===== src/lppg_pkg.sv =====
// shared types and constants for the line profile point generator
package lppg_pkg;

    localparam int DIM_W       = 11;
    localparam int IN_COORD_W  = 13;
    localparam int OUT_COORD_W = 10;
    localparam int INDEX_W     = 10;
    localparam int ADDR_W      = 20;
    localparam int S_TDATA_W   = 56;
    localparam int M_TDATA_W   = 56;
    localparam int REG_INDEX_W = 1;
    localparam int CMP_W       = IN_COORD_W + 1;

    localparam logic [REG_INDEX_W-1:0] REG_IMAGE_WIDTH  = 1'b0;
    localparam logic [REG_INDEX_W-1:0] REG_IMAGE_HEIGHT = 1'b1;

    typedef enum logic
    {
        FUNC_LOAD = 1'b0,
        FUNC_NEXT = 1'b1
    } func_t;

    typedef struct packed
    {
        logic                   last;
        logic [ADDR_W-1:0]      pixel_address;
        logic [OUT_COORD_W-1:0] point_row;
        logic [OUT_COORD_W-1:0] point_col;
        logic [INDEX_W-1:0]     sample_index;
    } result_t;

endpackage


===== src/lppg_endpoint_prep.sv =====
// clamps both endpoints into the image and orders them for the walk
module lppg_endpoint_prep #(
    parameter int MAX_DIM = 1024
) (
    input  logic signed [lppg_pkg::IN_COORD_W-1:0] start_col,
    input  logic signed [lppg_pkg::IN_COORD_W-1:0] start_row,
    input  logic signed [lppg_pkg::IN_COORD_W-1:0] end_col,
    input  logic signed [lppg_pkg::IN_COORD_W-1:0] end_row,
    input  logic [$clog2(MAX_DIM+1)-1:0]           width_eff,
    input  logic [$clog2(MAX_DIM+1)-1:0]           height_eff,
    output logic [$clog2(MAX_DIM)-1:0]             x0,
    output logic [$clog2(MAX_DIM)-1:0]             y0,
    output logic [$clog2(MAX_DIM)-1:0]             x1,
    output logic [$clog2(MAX_DIM)-1:0]             y1
);
    import lppg_pkg::*;

    localparam int CW  = $clog2(MAX_DIM);
    localparam int EDW = $clog2(MAX_DIM + 1);

    function automatic logic [CW-1:0] clamp_coord(
        input logic signed [IN_COORD_W-1:0] v,
        input logic [EDW-1:0]               dim
    );
        logic signed [CMP_W-1:0] vs;
        logic signed [CMP_W-1:0] ds;
        logic [CW-1:0]           r;
        vs = CMP_W'(v);
        ds = signed'(CMP_W'(dim));
        if (vs < 0)
        begin
            r = '0;
        end
        else if (vs >= ds)
        begin
            r = CW'(ds - CMP_W'(1));
        end
        else
        begin
            r = CW'(vs);
        end
        return r;
    endfunction

    logic [CW-1:0] xa;
    logic [CW-1:0] ya;
    logic [CW-1:0] xb;
    logic [CW-1:0] yb;
    logic          swap;

    always_comb
    begin
        xa   = clamp_coord(start_col, width_eff);
        ya   = clamp_coord(start_row, height_eff);
        xb   = clamp_coord(end_col, width_eff);
        yb   = clamp_coord(end_row, height_eff);
        swap = (xa > xb) || ((xa == xb) && (ya > yb));
        x0   = swap ? xb : xa;
        y0   = swap ? yb : ya;
        x1   = swap ? xa : xb;
        y1   = swap ? ya : yb;
    end

endmodule


===== src/lppg_walker.sv =====
// bresenham walk state, one step per request, and the result register
module lppg_walker #(
    parameter int MAX_DIM = 1024
) (
    input  logic                                clk,
    input  logic                                rst_n,
    input  logic                                req_valid,
    output logic                                req_ready,
    input  lppg_pkg::func_t                     req_func,
    input  logic [$clog2(MAX_DIM)-1:0]          req_x0,
    input  logic [$clog2(MAX_DIM)-1:0]          req_y0,
    input  logic [$clog2(MAX_DIM)-1:0]          req_x1,
    input  logic [$clog2(MAX_DIM)-1:0]          req_y1,
    input  logic [$clog2(MAX_DIM+1)-1:0]        width_eff,
    input  logic [$clog2(MAX_DIM+1)-1:0]        height_eff,
    output logic                                out_valid,
    input  logic                                out_ready,
    output lppg_pkg::result_t                   out_item
);
    import lppg_pkg::*;

    localparam int CW  = $clog2(MAX_DIM);
    localparam int EDW = $clog2(MAX_DIM + 1);
    localparam int EW  = CW + 2;
    localparam int RW  = OUT_COORD_W + EDW;
    localparam int PW  = OUT_COORD_W + EDW;

    logic                 line_active_reg;
    logic [CW-1:0]        cur_x_reg;
    logic [CW-1:0]        cur_y_reg;
    logic [CW-1:0]        stop_x_reg;
    logic [CW-1:0]        stop_y_reg;
    logic [CW-1:0]        delta_x_reg;
    logic [CW-1:0]        delta_y_reg;
    logic                 step_x_neg_reg;
    logic                 step_y_neg_reg;
    logic signed [EW-1:0] err_reg;
    logic [INDEX_W-1:0]   count_reg;
    logic                 out_vld_reg;
    result_t              out_reg;

    logic                 take;
    logic                 load_go;
    logic                 step_go;
    logic [CW-1:0]        ld_dx;
    logic [CW-1:0]        ld_dy;
    logic signed [EW-1:0] half_dx;
    logic signed [EW-1:0] half_dy;
    logic signed [EW-1:0] ld_err;
    logic signed [EW-1:0] dx_s;
    logic signed [EW-1:0] dy_s;
    logic                 go_x;
    logic                 go_y;
    logic signed [EW-1:0] err_next;
    logic [CW-1:0]        cur_x_next;
    logic [CW-1:0]        cur_y_next;
    logic [RW-1:0]        row_full;
    logic [OUT_COORD_W-1:0] row;
    logic [OUT_COORD_W-1:0] col;
    logic [PW-1:0]        prod;
    logic                 is_last;
    result_t              item;

    assign req_ready = !out_vld_reg || out_ready;
    assign take      = req_valid && req_ready;
    assign load_go   = take && (req_func == FUNC_LOAD) && (width_eff != '0) && (height_eff != '0);
    assign step_go   = take && (req_func == FUNC_NEXT) && line_active_reg;

    // load: deltas and the halved starting error
    always_comb
    begin
        ld_dx   = req_x1 - req_x0;
        ld_dy   = (req_y1 > req_y0) ? (req_y1 - req_y0) : (req_y0 - req_y1);
        half_dx = signed'(EW'(ld_dx >> 1));
        half_dy = signed'(EW'(ld_dy >> 1));
        ld_err  = (ld_dx > ld_dy) ? half_dx : -half_dy;
    end

    // one step of the walk
    always_comb
    begin
        dx_s       = signed'(EW'(delta_x_reg));
        dy_s       = signed'(EW'(delta_y_reg));
        go_x       = err_reg > -dx_s;
        go_y       = err_reg < dy_s;
        err_next   = err_reg;
        cur_x_next = cur_x_reg;
        cur_y_next = cur_y_reg;
        if (go_x)
        begin
            err_next   = err_next - dy_s;
            cur_x_next = step_x_neg_reg ? (cur_x_reg - CW'(1)) : (cur_x_reg + CW'(1));
        end
        if (go_y)
        begin
            err_next   = err_next + dx_s;
            cur_y_next = step_y_neg_reg ? (cur_y_reg - CW'(1)) : (cur_y_reg + CW'(1));
        end
    end

    // flipped row, address and end mark
    always_comb
    begin
        row_full           = RW'(height_eff) - RW'(cur_y_reg) - RW'(1);
        row                = row_full[OUT_COORD_W-1:0];
        col                = OUT_COORD_W'(cur_x_reg);
        prod               = PW'(row) * PW'(width_eff);
        is_last            = (cur_x_reg == stop_x_reg) && (cur_y_reg == stop_y_reg);
        item.sample_index  = count_reg;
        item.point_col     = col;
        item.point_row     = row;
        item.pixel_address = ADDR_W'(prod) + ADDR_W'(col);
        item.last          = is_last;
    end

    always_ff @(posedge clk or negedge rst_n)
    begin
        if (!rst_n)
        begin
            line_active_reg <= 1'b0;
            cur_x_reg       <= '0;
            cur_y_reg       <= '0;
            stop_x_reg      <= '0;
            stop_y_reg      <= '0;
            delta_x_reg     <= '0;
            delta_y_reg     <= '0;
            step_x_neg_reg  <= 1'b0;
            step_y_neg_reg  <= 1'b0;
            err_reg         <= '0;
            count_reg       <= '0;
            out_vld_reg     <= 1'b0;
        end
        else
        begin
            out_vld_reg <= step_go || (out_vld_reg && !out_ready);
            if (load_go)
            begin
                cur_x_reg       <= req_x0;
                cur_y_reg       <= req_y0;
                stop_x_reg      <= req_x1;
                stop_y_reg      <= req_y1;
                delta_x_reg     <= ld_dx;
                delta_y_reg     <= ld_dy;
                step_x_neg_reg  <= !(req_x0 < req_x1);
                step_y_neg_reg  <= !(req_y0 < req_y1);
                err_reg         <= ld_err;
                count_reg       <= '0;
                line_active_reg <= 1'b1;
            end
            else if (step_go)
            begin
                count_reg <= count_reg + INDEX_W'(1);
                if (is_last)
                begin
                    line_active_reg <= 1'b0;
                end
                else
                begin
                    cur_x_reg <= cur_x_next;
                    cur_y_reg <= cur_y_next;
                    err_reg   <= err_next;
                end
            end
        end
    end

    always_ff @(posedge clk)
    begin
        if (step_go)
        begin
            out_reg <= item;
        end
    end

    assign out_valid = out_vld_reg;
    assign out_item  = out_reg;

    a_x_in_range: assert property (@(posedge clk) disable iff (!rst_n)
        line_active_reg |-> cur_x_reg <= stop_x_reg)
        else $error("walk passed the stop column");

    a_y_up_in_range: assert property (@(posedge clk) disable iff (!rst_n)
        (line_active_reg && !step_y_neg_reg) |-> cur_y_reg <= stop_y_reg)
        else $error("upward walk passed the stop row");

    a_y_down_in_range: assert property (@(posedge clk) disable iff (!rst_n)
        (line_active_reg && step_y_neg_reg) |-> cur_y_reg >= stop_y_reg)
        else $error("downward walk passed the stop row");

    a_end_marked: assert property (@(posedge clk) disable iff (!rst_n)
        $fell(line_active_reg) |-> (out_vld_reg && out_reg.last))
        else $error("line ended without a last point");

endmodule


===== src/line_profile_point_generator_top.sv =====
// top level of the line profile point generator
// A load request (tuser 0) takes two endpoints, clamps them into the image set by
// the width and height registers and orders them left to right; it returns nothing
// and is ignored while either dimension is zero. Each next request (tuser 1) then
// returns one point of the Bresenham line with its index, column, flipped row,
// pixel address and a last mark on the end point; a next request with no line gives
// nothing. One request is taken every clock cycle unless m_tready stalls the output;
// a point passes the input register and then the walker's result register, and the
// walker's error update and address multiply are combinational between the two.
module line_profile_point_generator_top #(
    parameter int MAX_DIM = 1024
) (
    input  logic                                 clk,
    input  logic                                 rst_n,
    input  logic                                 cfg_wr_en,
    input  logic [lppg_pkg::REG_INDEX_W-1:0]     cfg_index,
    input  logic [lppg_pkg::DIM_W-1:0]           cfg_data,
    input  logic                                 s_tvalid,
    output logic                                 s_tready,
    // start_col, start_row, end_col, end_row
    input  logic [lppg_pkg::S_TDATA_W-1:0]       s_tdata,
    // func
    input  logic [0:0]                           s_tuser,
    output logic                                 m_tvalid,
    input  logic                                 m_tready,
    // sample_index, point_col, point_row, pixel_address
    output logic [lppg_pkg::M_TDATA_W-1:0]       m_tdata,
    output logic                                 m_tlast
);
    import lppg_pkg::*;

    localparam int CW  = $clog2(MAX_DIM);
    localparam int EDW = $clog2(MAX_DIM + 1);

    logic [DIM_W-1:0] width_reg;
    logic [DIM_W-1:0] height_reg;
    logic [EDW-1:0]   width_eff;
    logic [EDW-1:0]   height_eff;

    logic [CW-1:0]    prep_x0;
    logic [CW-1:0]    prep_y0;
    logic [CW-1:0]    prep_x1;
    logic [CW-1:0]    prep_y1;

    logic             in_vld_reg;
    logic             in_vld_next;
    func_t            in_func_reg;
    logic [CW-1:0]    in_x0_reg;
    logic [CW-1:0]    in_y0_reg;
    logic [CW-1:0]    in_x1_reg;
    logic [CW-1:0]    in_y1_reg;
    logic             in_load;
    logic             req_ready;
    result_t          out_item;

    always_ff @(posedge clk or negedge rst_n)
    begin
        if (!rst_n)
        begin
            width_reg  <= '0;
            height_reg <= '0;
        end
        else if (cfg_wr_en)
        begin
            unique case (cfg_index)
                REG_IMAGE_WIDTH:  width_reg  <= cfg_data;
                REG_IMAGE_HEIGHT: height_reg <= cfg_data;
                default:          ;
            endcase
        end
    end

    // dimensions above the supported size act as the supported size
    assign width_eff  = (CMP_W'(width_reg) > CMP_W'(MAX_DIM)) ? EDW'(MAX_DIM) : EDW'(width_reg);
    assign height_eff = (CMP_W'(height_reg) > CMP_W'(MAX_DIM)) ? EDW'(MAX_DIM) : EDW'(height_reg);

    lppg_endpoint_prep #(
        .MAX_DIM (MAX_DIM)
    ) u_prep (
        .start_col  (signed'(s_tdata[IN_COORD_W-1:0])),
        .start_row  (signed'(s_tdata[2*IN_COORD_W-1:IN_COORD_W])),
        .end_col    (signed'(s_tdata[3*IN_COORD_W-1:2*IN_COORD_W])),
        .end_row    (signed'(s_tdata[4*IN_COORD_W-1:3*IN_COORD_W])),
        .width_eff  (width_eff),
        .height_eff (height_eff),
        .x0         (prep_x0),
        .y0         (prep_y0),
        .x1         (prep_x1),
        .y1         (prep_y1)
    );

    assign s_tready    = !in_vld_reg || req_ready;
    assign in_load     = s_tvalid && s_tready;
    assign in_vld_next = in_load || (in_vld_reg && !req_ready);

    always_ff @(posedge clk or negedge rst_n)
    begin
        if (!rst_n)
        begin
            in_vld_reg <= 1'b0;
        end
        else
        begin
            in_vld_reg <= in_vld_next;
        end
    end

    always_ff @(posedge clk)
    begin
        if (in_load)
        begin
            in_func_reg <= func_t'(s_tuser[0]);
            in_x0_reg   <= prep_x0;
            in_y0_reg   <= prep_y0;
            in_x1_reg   <= prep_x1;
            in_y1_reg   <= prep_y1;
        end
    end

    lppg_walker #(
        .MAX_DIM (MAX_DIM)
    ) u_walker (
        .clk        (clk),
        .rst_n      (rst_n),
        .req_valid  (in_vld_reg),
        .req_ready  (req_ready),
        .req_func   (in_func_reg),
        .req_x0     (in_x0_reg),
        .req_y0     (in_y0_reg),
        .req_x1     (in_x1_reg),
        .req_y1     (in_y1_reg),
        .width_eff  (width_eff),
        .height_eff (height_eff),
        .out_valid  (m_tvalid),
        .out_ready  (m_tready),
        .out_item   (out_item)
    );

    assign m_tdata = M_TDATA_W'({out_item.pixel_address, out_item.point_row,
                                 out_item.point_col, out_item.sample_index});
    assign m_tlast = out_item.last;

endmodule


===== config.mk =====
export PLATFORM = sky130hd
export DESIGN_NAME = line_profile_point_generator_top
export DESIGN_NICKNAME = d
export VERILOG_FILES = /design/src/lppg_pkg.sv /design/src/lppg_endpoint_prep.sv /design/src/lppg_walker.sv /design/src/line_profile_point_generator_top.sv
export SDC_FILE = /design/constraint.sdc
export NUM_CORES = 1
export LEC_CHECK = 0
export ABC_AREA = 1
export BUFFER_PORTS_ARGS = -buffer_cell sky130_fd_sc_hd__buf_2
export CAP_MARGIN = 40
export CORE_MARGIN = 3
export CORE_UTILIZATION = 50
export DETAILED_ROUTE_END_ITERATION = 10
export PLACE_DENSITY = 0.68
export SETUP_SLACK_MARGIN = 0.15
export SYNTH_ARGS = -nofsm -noshare
export SYNTH_HDL_FRONTEND = slang
export SYNTH_SLANG_ARGS = --single-unit

===== constraint.sdc =====
create_clock -name clk -period 9.7 [get_ports clk]
set_input_delay 0 -clock clk [delete_from_list [all_inputs] [get_ports clk]]
set_output_delay 0 -clock clk [all_outputs]
set_load 0.01 [all_outputs]

* Word level (Yosys, flattened, before mapping)
Cells that the tools add are included.
** Word-level totals
- Flip-flop bits (word level) :: 201
- Bits in latches :: 0
- Bits in writable memories :: 0
- Bits in read-only memories :: 0
- Input bits :: 74
- Output and inout port bits :: 59
- Memories kept :: 0
** Cells by class
- Add/sub/neg operators :: 17
- Multiply operators :: 1
- Divide/modulo/power cells :: 0
- Order comparisons :: 18
- Eq/ne operators :: 4
- Shifts and indexed selects :: 0
- Mux-type cells :: 36
- Bitwise operators :: 2
- Reduce and logical (&&, ||, !) cells :: 34
** Operators by type and width (number)
- two-way mux 10 bit :: 25
- two-way mux 12 bit :: 6
- >= comparator 13 x 12 -> 1 bit :: 4
- < comparator 13 x 1 -> 1 bit (second input constant) :: 4
- subtractor 10 x 1 -> 10 bit (second input constant) :: 5
- greater-than comparator 10 bit :: 4
- subtractor 10 bit :: 4
- adder 10 x 1 -> 10 bit (second input constant) :: 3
- == test 10 bit :: 3
- greater-than comparator 11 bit (second input constant) :: 2
- two-way mux 11 bit :: 2
- nonzero test 11 bit :: 2
- adder 20 x 10 -> 20 bit :: 1
- < comparator 10 bit :: 2
- multiplier 10 x 11 -> 20 bit :: 1
- adder 12 x 11 -> 12 bit :: 1
- greater-than comparator 12 bit :: 1
- < comparator 12 x 11 -> 1 bit :: 1
- negator 10 -> 12 bit :: 1
- negator 9 -> 12 bit :: 1
- subtractor 12 x 11 -> 12 bit :: 1
- logical AND 1 bit :: 11
- AND reduction 2 bit :: 4
- nonzero test 2 bit :: 4
- 6 further kinds :: 19

* Depth between registers and ports, before layout
Gate-level depths: netlist (run 1).
- Depth in word-level cells :: 9
- Depth in mapped cells :: 37

* By module
From an unflattened synthesis (run 1), not the netlist that was laid out.
** Second synthesis, totals
- Cells, all modules :: 2676
- Area, all modules :: 20193.1 µm²
** By module, submodules not included
- lppg_walker :: times used 1, cells an instance 1830, area an instance 14106.0 µm², sequential area each 3683.5 µm²
- lppg_endpoint_prep :: times used 1, cells an instance 648, area an instance 3694.8 µm², sequential area each 0.0 µm²
- line_profile_point_generator_top :: times used 1, cells an instance 198, area an instance 2392.3 µm², sequential area each 1806.7 µm²

* Worst setup path before layout (run 1)
No wires, ideal clock.
- Path kind :: register to register
- From :: reg height_reg[4]
- To :: reg u_walker.out_reg (netlist bit u_walker.out_item[45]) (data pin)
- Arrival :: 6643 ps
- Setup slack :: 2798 ps
- Cell stages (with the launch flop) :: 35
- Period minus slack after synthesis :: 6902 ps
- Cells stage by stage :: dfrtp_1 nor2_1 nand2_1 o21ai_2 buf_4 nand2_1 inv_1 ha_1 fa_1 nand3_1 nand2_1 nand2_1 nand2_1 a21oi_1 or2_1 nand2_1 a21oi_1 xor2_2 nor2_1 fa_1 fa_1 fa_1 fa_1 inv_1 fa_1 inv_1 ha_1 a21oi_1 o21ai_0 a21o_1 a31oi_1 o21ai_0 nand3_1 nand2_1 xor2_1
** RTL lines
- start: declaration :: line line_profile_point_generator_top.sv:36 : logic [DIM_W-1:0] height_reg;
- start signal: assignment :: line line_profile_point_generator_top.sv:67 : REG_IMAGE_HEIGHT: height_reg <= cfg_data;
- end signal: assignment :: line lppg_walker.sv:171 : out_reg <= item;
- end: declaration :: line lppg_walker.sv:40 : result_t out_reg;

==> impl_metrics.csv, run 1 <==
group,metric,value,unit
die,die_area,42420,um2
critical_path,crit_required,9980,ps
cts,clkSlewWorstSetupHoldPaths,60,ps
routing,drt_iter0_drc,1410,
sta,tns,0,ps
yosys,synth-seq-cells,201,
yosys,seq_area_frac_synth,27.46,%
cts,cts_tree,"done",
cts,post-cts-setup-buffers,0,
place,dp_hpwl,43.13,mm
cts,cts_num_sinks,201,
critical_path,max_stage_delay,550,ps
finish,nNetsFinal,3198,
die,fp-row-count,72,
finish,layout_common_cells,"nand2_1, inv_1, ha_1",
finish,largest_reg_flops,51,
routing,postRouteWirelength,54.44,mm
yosys,ys.warnings.count,0,
critical_path,critPathMostFrequentCell,"nand2_1",
sta,drv_slew,0,
global_routing,grt_pass1_wl,89.02,mm
sta,fin_crit,7842,ps
routing,via_per_inst,5.350,
finish,fillers,3675,
die,core,39100,um2
sta,finalHoldViolations,0,
run,cap_viol_max_count,0,
cts,h-tree-depth,1,
sta,max_freq,127.5,MHz
place,io_buffer_count,122,
sta,max_slew.worst_pin.slew,692.5,ps
global_routing,grtUsageTotal,26.04,%
outcome,status,"finished, final reports clean",
sta,rsz0062_at_grt,"false",
yosys,synth.distinct_cells,57,
global_routing,gr-total-overflow,0,
die,die_h,206.0,um
routing,drc,0,
global_routing,antenna_found_initial,1,
sta,period_share,80.85,%
cts,cts_root_buf,"clkbuf_16",
yosys,netlist_area,19990,um2
routing,antenna_left,0,
min_path,hold_path_class,"primary input to flip-flop",
sta,fin_worst_skew,27.11,ps
yosys,syn_avg_cell_area,7.512,um2
sta,slew_headroom,53.50,%
routing,first_pass_iters,6,
finish,area_delta_synth_final,12.02,%
critical_path,cp.arrival,8120,ps
yosys,synth_cells,2661,
cts,cts_buffers,26,
critical_path,crit_type,"flip-flop to flip-flop",
routing,wl_per_cell,16.24,um
cts,clock_latency,560,ps
critical_path,crit_path_top_delay_cell,"fa_1",
finish,drive_gt1_share,9.210,%
critical_path,cp_max_fo,11,
die,boundaryPins,133,
critical_path,start_kind,"flip-flop",
cts,clk_path_buf_depth,3,
routing,vias,17940,
sta,finalSetupViolCount,0,
finish,final_common_cell,"nand2_1",
die,die_w,206.0,um
place,place_congestion,0.9551,
global_routing,grt_pass1_vias,17260,
global_routing,grt_max_degree,66,
die,start_util,51.13,%
critical_path,worst_setup_path_end_kind,"flip-flop",
==> cells by family (layout without fill, tap and decap cells) <==
logic type / Yosys count / in the layout / synth area share, %
and+or+nand+nor: 1210 / 1210 / 26.01
buffers and inverters: 504 / 672 / 9.933
AOI/OAI and AO/OA: 329 / 329 / 9.219
adders and majority gates: 310 / 310 / 22.67
DFF: 201 / 201 / 27.46
xor gates and xnor gates: 106 / 106 / 4.682
other: 1 / 7 / 0.01876
==> repair_timing <==
action | CTS | global route
resized for setup | 0 | 0
hold buffers | 41 | 0
endpoints found under the hold margin | 105 | 0
==> layout make-up <==
type,count,area (um2),area share [%]
multi-input cells,1961,12550,56.04
flip-flops and latches,201,5490,24.52
inverters,447,1678,7.493
repair buffers,177,1152,5.146
clock buffers,31,679.4,3.034
well taps,518,648.1,2.894
clock inverters,17,192.7,0.8605
diodes,1,2.502,0.01118
==> metrics by stage <==
step                      instances  area, um2  hold WS [ps]  setup slack, ps  util (%)
after floorplan                2666      20010        -295.6             2798         -
after global placement         3257      21040         162.6             2053     53.81
after detailed placement       3263      21110        -174.6             1949     53.99
after CTS                      3352      22390         2.702             1908     57.27
after global routing           3353      22390         45.54             1316     57.27
final                          3353      22390         35.37             1858     57.27
==> metal layers <==
layer	part of all wire [%]	routed length, um	vias up	global-route usage (%)
met4	2.9	1556	0	7.030
met1	45	24750	8437	36.78
met5	0	0	-	0
met2	46	25190	518	42.69
met3	5.4	2931	94	2.977
li1	-	-	8888	-
==> worst paths after layout <==
| kind | from | end | slack (ps) | depth (start not counted) |
|---|---|---|---|---|
| min in group asynchronous | rst_n | u_walker.count_reg[3] | 520 | 4 |
| max in group asynchronous | rst_n | height_reg[7] | 8190 | 5 |
| worst min register to register | u_walker.count_reg[5] | u_walker.out_item[5] | 470 | 0 |
| worst max register to register | height_reg[1] | u_walker.out_item[45] | 1860 | 33 |
| worst max-delay path | height_reg[1] | u_walker.out_item[45] | 1860 | 33 |
| worst min-delay path | s_tdata[5] | in_x0_reg[5] | 40 | 5 |
==> synth_stat cells (all sizes together) <==
cell / number / area share, %
o21bai: 10 / 0.38
a211oi: 3 / 0.14
xnor2: 43 / 1.9
conb: 1 / 0.019
a221oi: 1 / 0.044
o211ai: 10 / 0.38
o41ai: 1 / 0.044
nor3b: 1 / 0.038
inv: 445 / 8.4
and3: 3 / 0.094
ha: 223 / 14
nand4: 72 / 2.3
o21ai: 147 / 3.8
nand2: 722 / 14
a31oi: 15 / 0.50
a31o: 1 / 0.044
o21a: 3 / 0.11
a21o: 7 / 0.26
fa: 87 / 8.7
or2: 19 / 0.59
and2: 2 / 0.063
clkbuf: 23 / 0.43
edfxtp: 92 / 14
a22oi: 2 / 0.075
a21boi: 3 / 0.11
buf: 34 / 1.1
a21oi: 117 / 3.0
clkinv: 2 / 0.038
o31ai: 6 / 0.23
nand3: 162 / 4.2
dfrtp: 109 / 14
xor2: 63 / 2.8
nor4b: 1 / 0.044
nor2: 208 / 4.2
o2111ai: 3 / 0.13
nor3: 12 / 0.30
nand3b: 5 / 0.19
nor4: 3 / 0.094
==> worst max-delay path, delay by kind of cell, from the launching register on <==
family / cells / cell delay, ps
buf+inv: 3 / 340
fa+ha+maj: 8 / 3530
simple gates: 14 / 1650
compound gates: 6 / 1150
flops: 1 / 390
xor+xnor: 2 / 510
Power of run 1 is not shown: default switching activity piles up to over one toggle a cycle in this logic, so the estimate is an artifact.
==> run 2: changes to the inputs <==
Clock period 9.7 ns to 7.65 ns, I/O delays scaled along.
==> impl_metrics.csv, run 2 (synthesis gave the netlist of run 1 again) <==
group,metric,value,unit
global_routing,grtUsageTotal,25.80,%
routing,drt_iter0_drc,1272,
critical_path,cp.arrival,7430,ps
run,cap_viol_max_count,0,
die,fp-row-count,72,
finish,drive_gt1_share,9.803,%
cts,clock_latency,550,ps
finish,largest_reg_flops,51,
cts,cts_root_buf,"clkbuf_16",
critical_path,crit_type,"flip-flop to flip-flop",
critical_path,crit_path_top_delay_cell,"fa_1",
critical_path,max_stage_delay,540,ps
sta,period_share,93.49,%
finish,regArea,5490,um2
die,die_area,42420,um2
sta,fin_crit,7152,ps
sta,rsz0062_at_grt,"false",
finish,fillers,3626,
sta,slew_headroom,47.02,%
global_routing,grt_max_degree,72,
critical_path,worst-path-buf-inv,6,
global_routing,grt_pass1_vias,17300,
finish,multiInputGateArea,12630,um2
sta,fin_worst_skew,27.61,ps
critical_path,crit_required,7930,ps
cts,cts_buffers,24,
place,dp_hpwl,43.17,mm
routing,dr_wl_met2,25.73,mm
die,die_h,206.0,um
finish,layout_common_cells,"nand2_1, inv_1, ha_1",
die,start_util,51.13,%
cts,clkSlewWorstSetupHoldPaths,50,ps
routing,first_pass_iters,5,
cts,cts_num_sinks,201,
sta,max_slew.worst_pin.slew,794.8,ps
routing,drc,0,
sta,tns,0,ps
finish,nNetsFinal,3202,
routing,wl_per_cell,16.28,um
die,boundaryPins,133,
global_routing,grt_pass1_wl,88.49,mm
critical_path,worst_setup_path_end_kind,"flip-flop",
cts,clk_path_buf_depth,3,
finish,final_common_cell,"nand2_1",
critical_path,start_kind,"flip-flop",
routing,via_per_inst,5.335,
critical_path,critPathMostFrequentCell,"nand2_1",
routing,wl_met3,3.009,mm
global_routing,gr-total-overflow,0,
sta,finalSetupViolCount,0,
critical_path,cpLargestDelayFamily,"adder cells",
routing,postRouteWirelength,54.64,mm
cts,h-tree-depth,1,
outcome,status,"finished, final reports clean",
routing,antenna_left,0,
global_routing,antenna_found_initial,1,
sta,max_freq,139.8,MHz
routing,vias,17900,
finish,area_delta_synth_final,12.00,%
cts,cts_tree,"done",
die,die_w,206.0,um
place,place_congestion,0.9313,
sta,drv_slew,0,
routing,topRoutingLayerUsed,"met4",
critical_path,cp_max_fo,8,
place,io_buffer_count,122,
die,core,39100,um2
min_path,hold_path_class,"primary input to flip-flop",
sta,finalHoldViolations,0,
routing,m1WireLength,24.91,mm
[run 2: cell count changes in the layout (fill, tap and decap cells not counted), moves of 3 or more]
cell / before / now
o21ai_0: 117 / 114
clkbuf_1: 4 / 7
buf_4: 13 / 24
ha_2: 0 / 3
nor2_2: 6 / 9
dlygate4sd3_1: 41 / 37
ha_1: 223 / 220
nor2_1: 195 / 191
[run 2: worst paths after layout]
kind                                        from               endpoint  slack, ps  cells after the start
setup / recovery                   height_reg[6]  u_walker.out_item[47]        500                     35
hold / removal                       s_tdata[43]           in_y0_reg[4]         40                      5
setup reg to reg                   height_reg[6]  u_walker.out_item[47]        500                     35
hold reg to reg            u_walker.count_reg[5]   u_walker.out_item[5]        470                      0
max in group asynchronous                  rst_n          height_reg[6]       6340                      3
min in group asynchronous                  rst_n  u_walker.count_reg[6]         70                      2
[run 2: area by class of cell]
class,count,area share (%)
well taps,518,2.895
clock buffers,34,3.085
diodes,1,0.01118
flip-flops and latches,201,24.52
inverters,447,7.494
repair buffers,183,5.214
clock inverters,10,0.3912
multi-input cells,1961,56.39
[run 2: per-stage QoR]
step / hold WS (ps) / utilization [%] / setup WS (ps) / std cells / cell area, um2
2_1_floorplan: -295.6 / - / 748.2 / 2666 / 20010
3_3_place_gp: 135.7 / 54.06 / 352.0 / 3270 / 21140
3_5_place_dp: 137.4 / 54.09 / 227.8 / 3271 / 21150
4_1_cts: 0.02928 / 57.03 / 209.8 / 3352 / 22300
5_1_grt: 29.05 / 57.27 / 112.5 / 3355 / 22390
6_report: 38.75 / 57.27 / 498.1 / 3355 / 22390
[run 2: worst register-to-register path: cells and delay by family, from the launching register on]
| family | cells | cell delay, ps |
|---|---|---|
| buffers and inverters | 6 | 580 |
| adder cells (fa/ha/maj) | 8 | 3240 |
| flip-flops | 1 | 380 |
| AND/OR/NAND/NOR | 12 | 1370 |
| XOR/XNOR | 2 | 320 |
| AO/OA/AOI/OAI | 7 | 1000 |
[run 2: layer usage]
layer	up-vias	global-route usage, %
met3	68	2.772
met2	496	43.64
met5	-	0
li1	8896	-
met1	8439	36.28
met4	0	4.848
[run 2: timing repair]
item                                    in CTS  in global routing
hold buffers                                37                  0
endpoints found under the hold margin      101                  0
resized for setup                            0                 22
setup buffers                                0                  2
endpoints found under the setup margin       0                  8
Power of run 2 is left out for the same reason.
